**config.mk**
```make
export PLATFORM = sky130hd
export DESIGN_NAME = crc32_augmented_byte_engine_unit
export DESIGN_NICKNAME = d
export VERILOG_FILES = /design/src/hdl/crc32ab_pkg.sv /design/src/hdl/crc32_augmented_byte_engine_unit.sv /design/src/hdl/crc32ab_core.sv
export SDC_FILE = /design/constraint.sdc
export NUM_CORES = 1
export LEC_CHECK = 0
export ABC_AREA = 1
export BUFFER_PORTS_ARGS = -buffer_cell sky130_fd_sc_hd__buf_2
export CAP_MARGIN = 15
export CORE_UTILIZATION = 35
export DETAILED_ROUTE_END_ITERATION = 10
export PLACE_DENSITY = 0.6
export SYNTH_ARGS = -nofsm -noshare
export SYNTH_HDL_FRONTEND = slang
export SYNTH_SLANG_ARGS = --single-unit
```
**constraint.sdc**
```tcl
create_clock -name clk -period 4.25 [get_ports clk]
set_input_delay 0 -clock clk [delete_from_list [all_inputs] [get_ports clk]]
set_output_delay 0 -clock clk [all_outputs]
set_load 0.05 [all_outputs]
```
**src/hdl/crc32ab_pkg.sv**
```systemverilog
// Package: CRC-32 constants and the byte-step functions for the augmented CRC engine.
`timescale 1ns / 1ps

package crc32ab_pkg;

  localparam logic [31:0] CRC_POLY    = 32'h04C1_1DB7;
  localparam logic [31:0] CRC_TOP_BIT = 32'h8000_0000;
  localparam int          TOP_SHIFT   = 24;
  localparam logic [2:0]  SEEN_FULL   = 3'd4;

  function automatic logic [31:0] table_word(input logic [7:0] idx);
    logic [31:0] w;
    w = {idx, 24'h0};
    for (int k = 0; k < 8; k++) begin
      if ((w & CRC_TOP_BIT) != 32'h0) begin
        w = {w[30:0], 1'b0} ^ CRC_POLY;
      end else begin
        w = {w[30:0], 1'b0};
      end
    end
    return w;
  endfunction

  function automatic logic [31:0] shift_byte(input logic [31:0] r, input logic [7:0] b);
    return {r[23:0], b} ^ table_word(r[31:TOP_SHIFT]);
  endfunction

endpackage

```
**src/hdl/crc32_augmented_byte_engine_unit.sv**
```systemverilog
// Top level: input register, CRC update stage and result register.
`timescale 1ns / 1ps

// Non-reflected CRC-32 (poly 0x04C11DB7), augmented-message form, one byte per
// request. A request is taken every cycle unless a stalled result blocks it;
// an is_last request passes the input register, then its result is loaded into
// the result register and held there until taken. The byte update (with the
// four-byte append) is combinational, between the input and result registers.
// While a result waits, one more request is held in the input register.
module crc32_augmented_byte_engine_unit
  import crc32ab_pkg::*;
(
  input  logic        clk,
  input  logic        rst,
  input  logic        in_valid,
  output logic        in_ready,
  input  logic        has_byte,
  input  logic [7:0]  data_byte,
  input  logic        is_last,
  input  logic        append_mode,
  input  logic [31:0] append_value,
  output logic        out_valid,
  input  logic        out_ready,
  output logic [31:0] crc_value
);

  logic        s1_valid;
  logic        s1_has_byte;
  logic [7:0]  s1_data_byte;
  logic        s1_is_last;
  logic        s1_append_mode;
  logic [31:0] s1_append_value;

  logic [31:0] acc;
  logic [2:0]  seen;
  logic [31:0] acc_next;
  logic [2:0]  seen_next;
  logic [31:0] result;
  logic        advance;
  logic        fire;

  assign advance  = !out_valid || out_ready;
  assign fire     = s1_valid && advance;
  assign in_ready = !s1_valid || advance;

  crc32ab_core u_core (
    .acc          (acc),
    .seen         (seen),
    .has_byte     (s1_has_byte),
    .data_byte    (s1_data_byte),
    .is_last      (s1_is_last),
    .append_mode  (s1_append_mode),
    .append_value (s1_append_value),
    .acc_next     (acc_next),
    .seen_next    (seen_next),
    .result       (result)
  );

  always_ff @(posedge clk) begin
    if (rst) begin
      s1_valid  <= 1'b0;
      out_valid <= 1'b0;
      acc       <= 32'h0;
      seen      <= 3'd0;
    end else begin
      if (in_ready) begin
        s1_valid <= in_valid;
      end
      if (fire) begin
        acc  <= acc_next;
        seen <= seen_next;
      end
      if (fire && s1_is_last) begin
        out_valid <= 1'b1;
      end else if (out_ready) begin
        out_valid <= 1'b0;
      end
    end
  end

  always_ff @(posedge clk) begin
    if (in_ready && in_valid) begin
      s1_has_byte     <= has_byte;
      s1_data_byte    <= data_byte;
      s1_is_last      <= is_last;
      s1_append_mode  <= append_mode;
      s1_append_value <= append_value;
    end
    if (fire && s1_is_last) begin
      crc_value <= result;
    end
  end

endmodule

```
**src/hdl/crc32ab_core.sv**
```systemverilog
// Byte update of the accumulator, final word selection and four-byte append.
`timescale 1ns / 1ps

module crc32ab_core
  import crc32ab_pkg::*;
(
  input  logic [31:0] acc,
  input  logic [2:0]  seen,
  input  logic        has_byte,
  input  logic [7:0]  data_byte,
  input  logic        is_last,
  input  logic        append_mode,
  input  logic [31:0] append_value,
  output logic [31:0] acc_next,
  output logic [2:0]  seen_next,
  output logic [31:0] result
);

  logic [31:0] acc_msg;
  logic [2:0]  seen_msg;
  logic [31:0] packed_word;
  logic [31:0] final_word;
  logic [31:0] appended;

  always_comb begin
    case (seen)
      3'd0:    packed_word = acc | {data_byte, 24'h0};
      3'd1:    packed_word = acc | {8'h0, data_byte, 16'h0};
      3'd2:    packed_word = acc | {16'h0, data_byte, 8'h0};
      3'd3:    packed_word = ~(acc | {24'h0, data_byte});
      default: packed_word = shift_byte(acc, data_byte);
    endcase
  end

  always_comb begin
    if (has_byte) begin
      acc_msg  = packed_word;
      seen_msg = (seen == SEEN_FULL) ? SEEN_FULL : seen + 3'd1;
    end else begin
      acc_msg  = acc;
      seen_msg = seen;
    end
  end

  assign final_word = (seen_msg == SEEN_FULL) ? ~acc_msg : acc_msg;

  // append word goes in least significant byte first
  assign appended = ~shift_byte(shift_byte(shift_byte(shift_byte(final_word,
                      append_value[7:0]), append_value[15:8]),
                      append_value[23:16]), append_value[31:24]);

  assign result    = append_mode ? appended : final_word;
  assign acc_next  = is_last ? 32'h0 : acc_msg;
  assign seen_next = is_last ? 3'd0 : seen_msg;

endmodule

```
# Word-level counts from Yosys, hierarchy flattened
# Cells that the tools add are included.
[totals]
latch_bits = 0
rom_bits = 0
memories = 0
register_bits = 112
out_inout_bits = 34
ram_bits = 0
elab_cells = 136
inputBits = 47
[op_classes]
n_mux = 58
mul = 0
reduce_logical = 10
n_shift = 0
n_lt_le_gt_ge = 0
div = 0
n_addsub = 1
n_eq_ne = 5
bitwise_logic = 52
[ops]
columns = ["op", "n"]
rows = [
  ["27-bit 2-to-1 mux", 40],
  ["14-bit inverter", 40],
  ["32-bit 2-to-1 mux", 12],
  ["32-bit bitwise XOR", 5],
  ["32-bit case mux with 4 select lines", 1],
  ["32-bit inverter", 3],
  ["32-bit by 16-bit OR with 32-bit output", 1],
  ["32-bit by 24-bit OR with 32-bit output", 1],
  ["32-bit OR", 1],
  ["32-bit by 8-bit OR with 32-bit output", 1],
  ["3-bit 2-to-1 mux", 3],
  ["3-bit by 2-bit equality test with 1-bit output, second input constant", 2],
  ["3-bit equality test, second input constant", 2],
  ["4-bit OR reduction", 1],
  ["3-bit by 1-bit adder with 3-bit output, second input constant", 1],
  ["3-bit by 1-bit equality test with 1-bit output, second input constant", 1],
  ["1-bit logical AND", 3],
  ["3-bit logical NOT", 1],
  ["1-bit logical NOT", 2],
  ["1-bit logical OR", 2],
  ["1-bit 2-to-1 mux", 2],
  ["2-bit nonzero test", 1],
]

# Logic depth before layout (Yosys ltp)
# Gate-level depths: netlist (run 1).
[logic_depth]
word_depth = 99
mapped_depth = 36
ltp_nobuf = 35

# Cells and area by module
# A second synthesis (run 1) with hierarchy kept.
[unflattened]
hier_cells = 1853
area_unflattened_um2 = 12060.3
[by_module_without_submodules]
columns = ["mod", "area_per_inst_um2", "cells_per_inst", "n_inst", "seq_area_each_um2"]
rows = [
  ["crc32ab_core", 8046.5, 1533, 1, 0.0],
  ["crc32_augmented_byte_engine_unit", 4013.8, 320, 1, 2992.9],
]

# Worst setup path before layout (run 1)
# OpenSTA, ideal clock, no wires.
[synth_path]
path_kind = "register to register"
from = "register seen[0]"
to = "register crc_value[7], data pin"
setup_slack_ns = 0.559
path_stages_with_launch = 31
setup_time_ns = 0.254
period_less_slack_ns = 3.691
required_time_ns = 3.996
arrival_time_ns = 3.438
path_buffers = 2
path_cell_list = "dfxtp_1 -> ha_1 -> ha_1 -> inv_1 -> buf_2 -> clkbuf_1 -> o21ai_0 -> a21oi_1 -> nand2_1 -> nand2_1 -> xor2_1 -> nand3_1 -> nand2_1 -> inv_1 -> nand2_2 -> nand2_4 -> inv_4 -> nand2_2 -> nand2_2 -> nand2_1 -> nand2_2 -> nand2_2 -> nand2_4 -> xor2_2 -> nand2_1 -> nand2_1 -> nand2_1 -> nand2_1 -> nand2_1 -> nand3_1 -> nand2_1"
[synth_via]
elab_chain_len = 37
word_cells_on_any_way = 78
classes_between = "add/sub (1); eq/ne (5); mux (38); bitwise (33); reduce/logical (1)"
[synth_rtl]
columns = ["element", "line", "source"]
rows = [
  ["start, declared", "crc32_augmented_byte_engine_unit.sv:35", "logic [2:0] seen;"],
  ["start signal, assigned", "crc32_augmented_byte_engine_unit.sv:71", "seen <= seen_next;"],
  ["3-bit by 1-bit adder with 3-bit output, or another cell as far along", "crc32ab_core.sv:38", "seen_msg = (seen == SEEN_FULL) ? SEEN_FULL : seen + 3'd1;"],
  ["3-bit 2-to-1 mux / 32-bit case mux with 4 select lines (equally long branches)", "crc32ab_core.sv:38, crc32ab_core.sv:26", ""],
  ["3-bit 2-to-1 mux / 32-bit 2-to-1 mux (equally long branches)", "crc32ab_core.sv:36", "if (has_byte) begin"],
  ["3-bit equality test / 32-bit inverter (equally long branches)", "crc32ab_core.sv:45", "assign final_word = (seen_msg == SEEN_FULL) ? ~acc_msg : acc_msg;"],
  ["32-bit 2-to-1 mux *", "crc32ab_core.sv:45", ""],
  ["27-bit 2-to-1 mux (6 in a row)", "crc32ab_pkg.sv:15", "if ((w & CRC_TOP_BIT) != 32'h0) begin"],
  ["14-bit inverter (no source line)", "--", ""],
  ["27-bit 2-to-1 mux", "crc32ab_pkg.sv:15", ""],
  ["[16 not listed]", "--", ""],
  ["14-bit inverter (no source line)", "--", ""],
  ["27-bit 2-to-1 mux (2 in a row)", "crc32ab_pkg.sv:15", ""],
  ["14-bit inverter (no source line)", "--", ""],
  ["27-bit 2-to-1 mux", "crc32ab_pkg.sv:15", ""],
  ["32-bit bitwise XOR", "crc32ab_pkg.sv:25", "return {r[23:0], b} ^ table_word(r[31:TOP_SHIFT]);"],
  ["32-bit inverter", "crc32ab_core.sv:48", "assign appended = ~shift_byte(shift_byte(shift_byte(shift_byte(final_word,"],
  ["32-bit 2-to-1 mux *", "crc32ab_core.sv:52", "assign result = append_mode ? appended : final_word;"],
  ["via result[7]", "crc32_augmented_byte_engine_unit.sv:38", "logic [31:0] result;"],
  ["end signal, assigned", "crc32_augmented_byte_engine_unit.sv:90", "crc_value <= result;"],
  ["end, declared", "crc32_augmented_byte_engine_unit.sv:24", "output logic [31:0] crc_value"],
]
# Mark *: on every way through the listed nets, which the timed path passes. The rest lies on a longest branch.
# A chain may end at the register's enable or synchronous reset.

# Final worst setup path (run 1)
[layout_path]
from = "register seen[0]"
to = "register crc_value[10], data pin"
# The elaborated chain is that of the path after synthesis.

==> reports/metrics.yaml, run 1 <==
clock_network:
  cts-buffers-inserted: 9
  clk_pin_slew_ps: 90
  cts_tree: "done"
  clock_latency_ps: 410
  clockBufferDepth: 2
  h-tree-depth: 3
  clock-sinks: 112
  root_buffer: "clkbuf_16"
route:
  wl_per_cell_um: 18.0
  post-route-drc-count: 0
  dr.first_iter.drc_count: 1229
  routed_wirelength_um: 47400
  firstDrtPassIters: 5
  vias: 13500
  ant_nets: 0
  drt-vias-per-instance: 5.11
timing:
  whs_ps: 14.5
  rsz0062_at_grt: "yes"
  timing.final.crit_share_pct: 100
  clock_skew_ps: 19.9
  finalHoldViolations: 0
  fin_crit_ps: 4260
  tightest_slew_ps: 1120
  maxSlewHeadroom_pct: 25.2
  setup_ws_ps: -7.88
  setup_viol: 1
  drv_slew: 0
  fmax_mhz: 235
yosys:
  yosysTopAreaCellShare_pct: 23.0
  ys_ff_latch: 112
  synth_area_per_cell_um2: 6.54
  synth_edf_count: 75
  synthesis.area_um2: 11600
  synth.distinct_cells: 49
  syn_inst: 1769
  ys_top_cells_by_area: "nand2_1 (23%), edfxtp_1 (19%), nand3_1 (10%), xor2_1 (9.8%), dfxtp_1 (6.4%)"
  yosysWarnings: 0
  synthFlopType: "edfxtp_1"
  synth_largest_area_cell: "nand2_1"
  async_flop_share_pct: 0
  ys_seq_area_share_pct: 25.9
  syn_nets: 1821
min_path:
  whs_path_depth: 5
  min_from: "out_ready"
  hold_path_class: "in2reg"
  hold_end: "out_valid"
setup_path:
  start_kind: "flip-flop"
  reg2reg_to: "crc_value[10]"
  crit_path_end_kind: "flip-flop"
  required_ps: 4400
  critPathTopFamily: "simple AND/OR/NAND/NOR gates"
  arrival_ps: 4410
  rr_startpoint: "seen[0]"
  cp_common_cell: "nand2_2"
  path_max_fanout: 5
  reg2reg_setup_slack_ps: -8
  cp_slowest_cell: "dfxtp_4"
  critical_path_class: "reg2reg"
  path_buf_inv: 6
  r2r_cells: 35
  slowest_delay_ps: 370
finish:
  syn_to_final_growth_pct: 45.0
  layout-drive-gt1-share_pct: 36.1
  final_util_pct: 51.6
  layout.cells.non_filler: 2635
  antenna_cells: 0
  nFillCells: 3210
  num-nets-final: 2240
power:
  power.density_nw_per_um2: 795
  peakVddDrop_mv: 0.452
  p_leak_nw: 8.13
floorplan:
  fp-row-count: 66
  die_h_um: 184
  coreArea_um2: 32500
  die_x_um: 184
  die-area_um2: 33800
  start_util_pct: 35.6
  ioPinCount: 81
place:
  hpwl_um: 36400
  io_buffers: 80
  gp_congestion: 1.00
  place_inst: 2511
job:
  drv_cap: 0
grt:
  grt_first_pass_wirelength_um: 69800
  antenna_found_initial: 0
  grt_max_degree: 44
  grt_pass1_vias: 12000
  overflow: 0
  grtUsageTotal_pct: 27.6
outcome:
  violations: "negative setup slack"
  status: "finished, violations left"
==> where the power goes <==
group          leakage, nW  internal, mW  switching [mW]
clock network        0.135         0.411           0.507
registers             1.02          1.43          0.0482
logic                 6.98          4.57            6.38
total                 8.13          6.40            6.93
==> cell type report <==
| type | instances | area (µm²) | share of cell area, % |
|---|---|---|---|
| clock buffer | 9 | 225 | 1.34 |
| clock inverter | 7 | 63.8 | 0.380 |
| inverter | 131 | 504 | 3.00 |
| multi-input combinational | 1479 | 8870 | 52.8 |
| sequential | 112 | 3000 | 17.9 |
| tap | 442 | 553 | 3.30 |
| timing repair buffer | 455 | 3560 | 21.2 |
==> tightest hold or removal path: cells and delay by family <==
| kind | cells | cell delay (ps) |
|---|---|---|
| AO/OA/AOI/OAI | 1 | 120 |
| buffers and inverters | 3 | 150 |
| AND/OR/NAND/NOR | 1 | 100 |
==> through the flow <==
stage               power (mW)  worst slack (ps)  setup TNS [ps]  area [µm²]
floorplan                 7.26               559               0       11600
global placement          10.7              -490           -7160       14500
detailed placement        10.9              -432           -6930       14500
CTS                       12.2             0.405               0       15500
global route              14.2              -186           -3450       16800
finish                    13.3             -7.88           -7.88       16800
==> cell usage in the layout, fill, tap and decap left out, drive strengths merged <==
cell / count
clkbuf: 9
clkinv: 4
dlygate4sd3: 45
o22ai: 9
a31oi: 4
nand4: 2
nor3: 2
clkinvlp: 2
xor2: 134
nand3: 272
nand3b: 14
a21oi: 55
xnor2: 35
edfxtp: 75
ha: 5
a211oi: 4
or2: 6
a221oi: 1
a32o: 1
o221ai: 2
inv: 132
nand2: 843
nand2b: 2
o21ai: 48
o211ai: 2
a22oi: 2
buf: 410
xnor3: 1
a21o: 1
o31ai: 1
nor2: 31
o21bai: 2
dfxtp: 37
==> logic make-up (layout without fill, tap and decap cells) <==
| family | after synthesis | count (layout) | synth area share [%] |
|---|---|---|---|
| and+or+nand+nor | 1171 | 1172 | 47.1 |
| buffers and inverters | 179 | 602 | 6.54 |
| xor gates and xnor gates | 170 | 170 | 13.5 |
| AOI/OAI and AO/OA | 132 | 132 | 6.41 |
| DFF | 112 | 112 | 25.9 |
| adders and majority gates | 5 | 5 | 0.541 |
==> what timing repair did <==
action | in CTS | in global routing
resized for setup | 44 | 211
buffers inserted | 16 | 46
gates cloned | 0 | 1
endpoints found under the hold margin | 44 | 0
hold buffers | 45 | 0
pin swaps | 15 | 70
setup endpoints to repair | 32 | 32
==> state kept, by name (all words and copies together), names as in the netlist <==
signal           count
s1_is_last           1
s1_has_byte          1
s1_append_value     32
crc_value           32
s1_append_mode       1
out_valid            1
acc                 32
seen                 3
s1_data_byte         8
s1_valid             1
==> cell usage after synthesis, types with 7 or more instances <==
cell,number
inv_1,113
buf_4,7
edfxtp_1,75
xnor2_1,32
nand2_1,710
inv_2,14
nand2_4,24
nand3_2,26
o21ai_0,32
nor2_1,30
buf_2,18
nand2_2,108
clkbuf_1,19
o22ai_1,9
nand3b_1,14
dfxtp_1,37
a21oi_1,54
o21ai_1,15
xor2_1,129
nand3_1,242
==> per-layer routing <==
metal  GRT usage, %  wire length, µm  vias to the layer above
li1               -                -                     6543
met1           38.7            21300                     6333
met2           43.8            21500                      517
met3           3.80             3510                       65
met4           7.57              985                        2
met5           1.93               81                        -
==> worst max path at each step <==
stage	startpoint	end	slack (ps)	cells after the start
after global routing	seen[1]	crc_value[5]	-190	39
after detailed placement	seen[0]	crc_value[13]	-430	30
after CTS	seen[0]	crc_value[23]	0.4	35
final	seen[0]	crc_value[10]	-8	35
after global placement	seen[0]	crc_value[13]	-490	30
after floorplan	seen[0]	crc_value[7]	560	30
Power figures use the tool's default switching activity.
==> run 2: changes to the inputs <==
--- a/config.mk
+++ b/config.mk
@@ -6,7 +6,7 @@
 export NUM_CORES = 1
 export LEC_CHECK = 0
 export ABC_AREA = 1
-export BUFFER_PORTS_ARGS = -buffer_cell sky130_fd_sc_hd__buf_2
+export BUFFER_PORTS_ARGS = -buffer_cell sky130_fd_sc_hd__buf_4
 export CAP_MARGIN = 15
 export CORE_UTILIZATION = 35
 export DETAILED_ROUTE_END_ITERATION = 10
==> run 2 against run 1 <==
Utilization increased by 3.3 points. Sequential share of layout area decreased by 1.1 points. Flip-flop and latch count unchanged. Wire length increased by 4.3%. The run now ends clean. Critical endpoint is now crc_value[29]. First-iteration DRC count increased by 2.0%. Largest cell class unchanged. Critical path depth decreased by 5.
==> reports/metrics.yaml, run 2 (synthesis gave the netlist of run 1 again) <==
floorplan:
  die-area_um2: 33800
  die_x_um: 184
  die_h_um: 184
  fp-row-count: 66
  start_util_pct: 35.6
  ioPinCount: 81
  coreArea_um2: 32500
timing:
  tightest_slew_ps: 1140
  fin_crit_ps: 4250
  fmax_mhz: 235
  timing.final.crit_share_pct: 100
  clock_skew_ps: 15.3
  maxSlewHeadroom_pct: 23.9
  setup_viol: 0
  rsz0062_at_grt: "yes"
  drv_slew: 0
  finalHoldViolations: 0
route:
  firstDrtPassIters: 7
  dr.first_iter.drc_count: 1253
  routed_wirelength_um: 49400
  wl_per_cell_um: 18.5
  drt-vias-per-instance: 5.09
  post-route-drc-count: 0
  ant_nets: 0
  vias: 13600
finish:
  layout_common_cells: "nand2_1 (588), buf_4 (415), nand3_1 (185)"
  layout-drive-gt1-share_pct: 40.5
  num-nets-final: 2273
  final_common_cell: "nand2_1"
  syn_to_final_growth_pct: 54.2
  top_regs: "acc x32, crc_value x32, s1_append_value x32"
  layout.cells.non_filler: 2668
  antenna_cells: 0
power:
  peakVddDrop_mv: 0.508
  power_mw: 14.4
  power.density_nw_per_um2: 806
  p_leak_nw: 8.57
min_path:
  min_from: "out_ready"
  hold_path_class: "in2reg"
clock_network:
  cts-buffers-inserted: 9
  h-tree-depth: 3
  clk_pin_slew_ps: 90
  clock_latency_ps: 400
  clockBufferDepth: 2
  clock-sinks: 112
  cts_tree: "done"
  root_buffer: "clkbuf_16"
setup_path:
  start_kind: "flip-flop"
  critical_path_class: "reg2reg"
  arrival_ps: 4360
  cp_common_cell: "nand2_2"
  rr_startpoint: "seen[1]"
  crit_start: "seen[1]"
  crit_path_end_kind: "flip-flop"
  cp_slowest_cell: "dfxtp_4"
  required_ps: 4360
  slowest_delay_ps: 390
  path_max_fanout: 8
place:
  hpwl_um: 37800
  gp_congestion: 0.969
  io_buffers: 80
  place_inst: 2530
grt:
  antenna_found_initial: 0
  grt_first_pass_wirelength_um: 71600
  overflow: 0
  grt_max_degree: 44
  grtUsageTotal_pct: 28.5
  grt_pass1_vias: 12300
job:
  drv_cap: 0
outcome:
  status: "completed"
==> run 2: changes by cell type in the layout (fill, tap and decap cells not counted), sizes merged <==
cell      change
clkinvlp      -1
clkbuf        +1
buf          +30
clkinv        +2
nand2         +1
==> run 2: worst max-delay path, delay by kind of cell (launching register included) <==
family / cells / cell delay, ps
fa+ha+maj: 1 / 230
buf+inv: 7 / 780
compound gates: 2 / 340
flops: 1 / 390
xor+xnor: 2 / 330
simple gates: 18 / 1850
==> run 2: routing by layer <==
layer | vias to the layer above | global-route usage (%) | routed length, µm
li1 | 6594 | - | -
met1 | 6415 | 41.1 | 23100
met2 | 503 | 44.1 | 21800
met3 | 73 | 3.61 | 3170
met4 | 0 | 8.10 | 1290
met5 | - | 0 | 0
==> run 2: repair_timing <==
action,CTS,global route
pin swaps,21,119
gates cloned,1,3
buffers inserted,14,59
setup endpoints to repair,32,32
endpoints found under the hold margin,44,0
gates resized for setup,64,331
hold buffers,45,0
==> run 2: where the power goes <==
group | internal [mW] | leakage (nW) | switching, mW
sequential | 1.43 | 1.02 | 0.0509
clock | 0.422 | 0.146 | 0.506
combinational | 5.03 | 7.40 | 6.94
==> run 2: final timing paths <==
check                        to  slack (ps)  cells past startpoint
setup / recovery  crc_value[29]         0.4                     30
setup reg to reg  crc_value[29]         0.4                     30
hold / removal        out_valid          20                      5
hold reg to reg          acc[3]         470                      2
==> run 2: area by class of cell <==
type | instances | area (µm²)
Fill cell | 3157 | 14700
Multi-Input combinational cell | 1480 | 9440
Timing Repair Buffer | 486 | 3990
Inverter | 131 | 532
Clock buffer | 9 | 225
Clock inverter | 7 | 85.1
Tap cell | 442 | 553
Timing Repair inverter | 1 | 8.76
Sequential cell | 112 | 3000
==> run 2: through the flow <==
stage / util, % / TNS, ps / hold slack (ps) / instance area, µm² / worst slack (ps)
after CTS: 48.9 / -23.0 / 5.26 / 15900 / -10.5
final: 54.8 / 0 / 17.6 / 17800 / 0.427
after global routing: 54.8 / -2790 / 53.8 / 17800 / -199
after floorplan: - / 0 / 98.9 / 11600 / 559
after global placement: 45.3 / -4350 / 178 / 14700 / -240
after detailed placement: 45.3 / -8040 / 179 / 14700 / -382
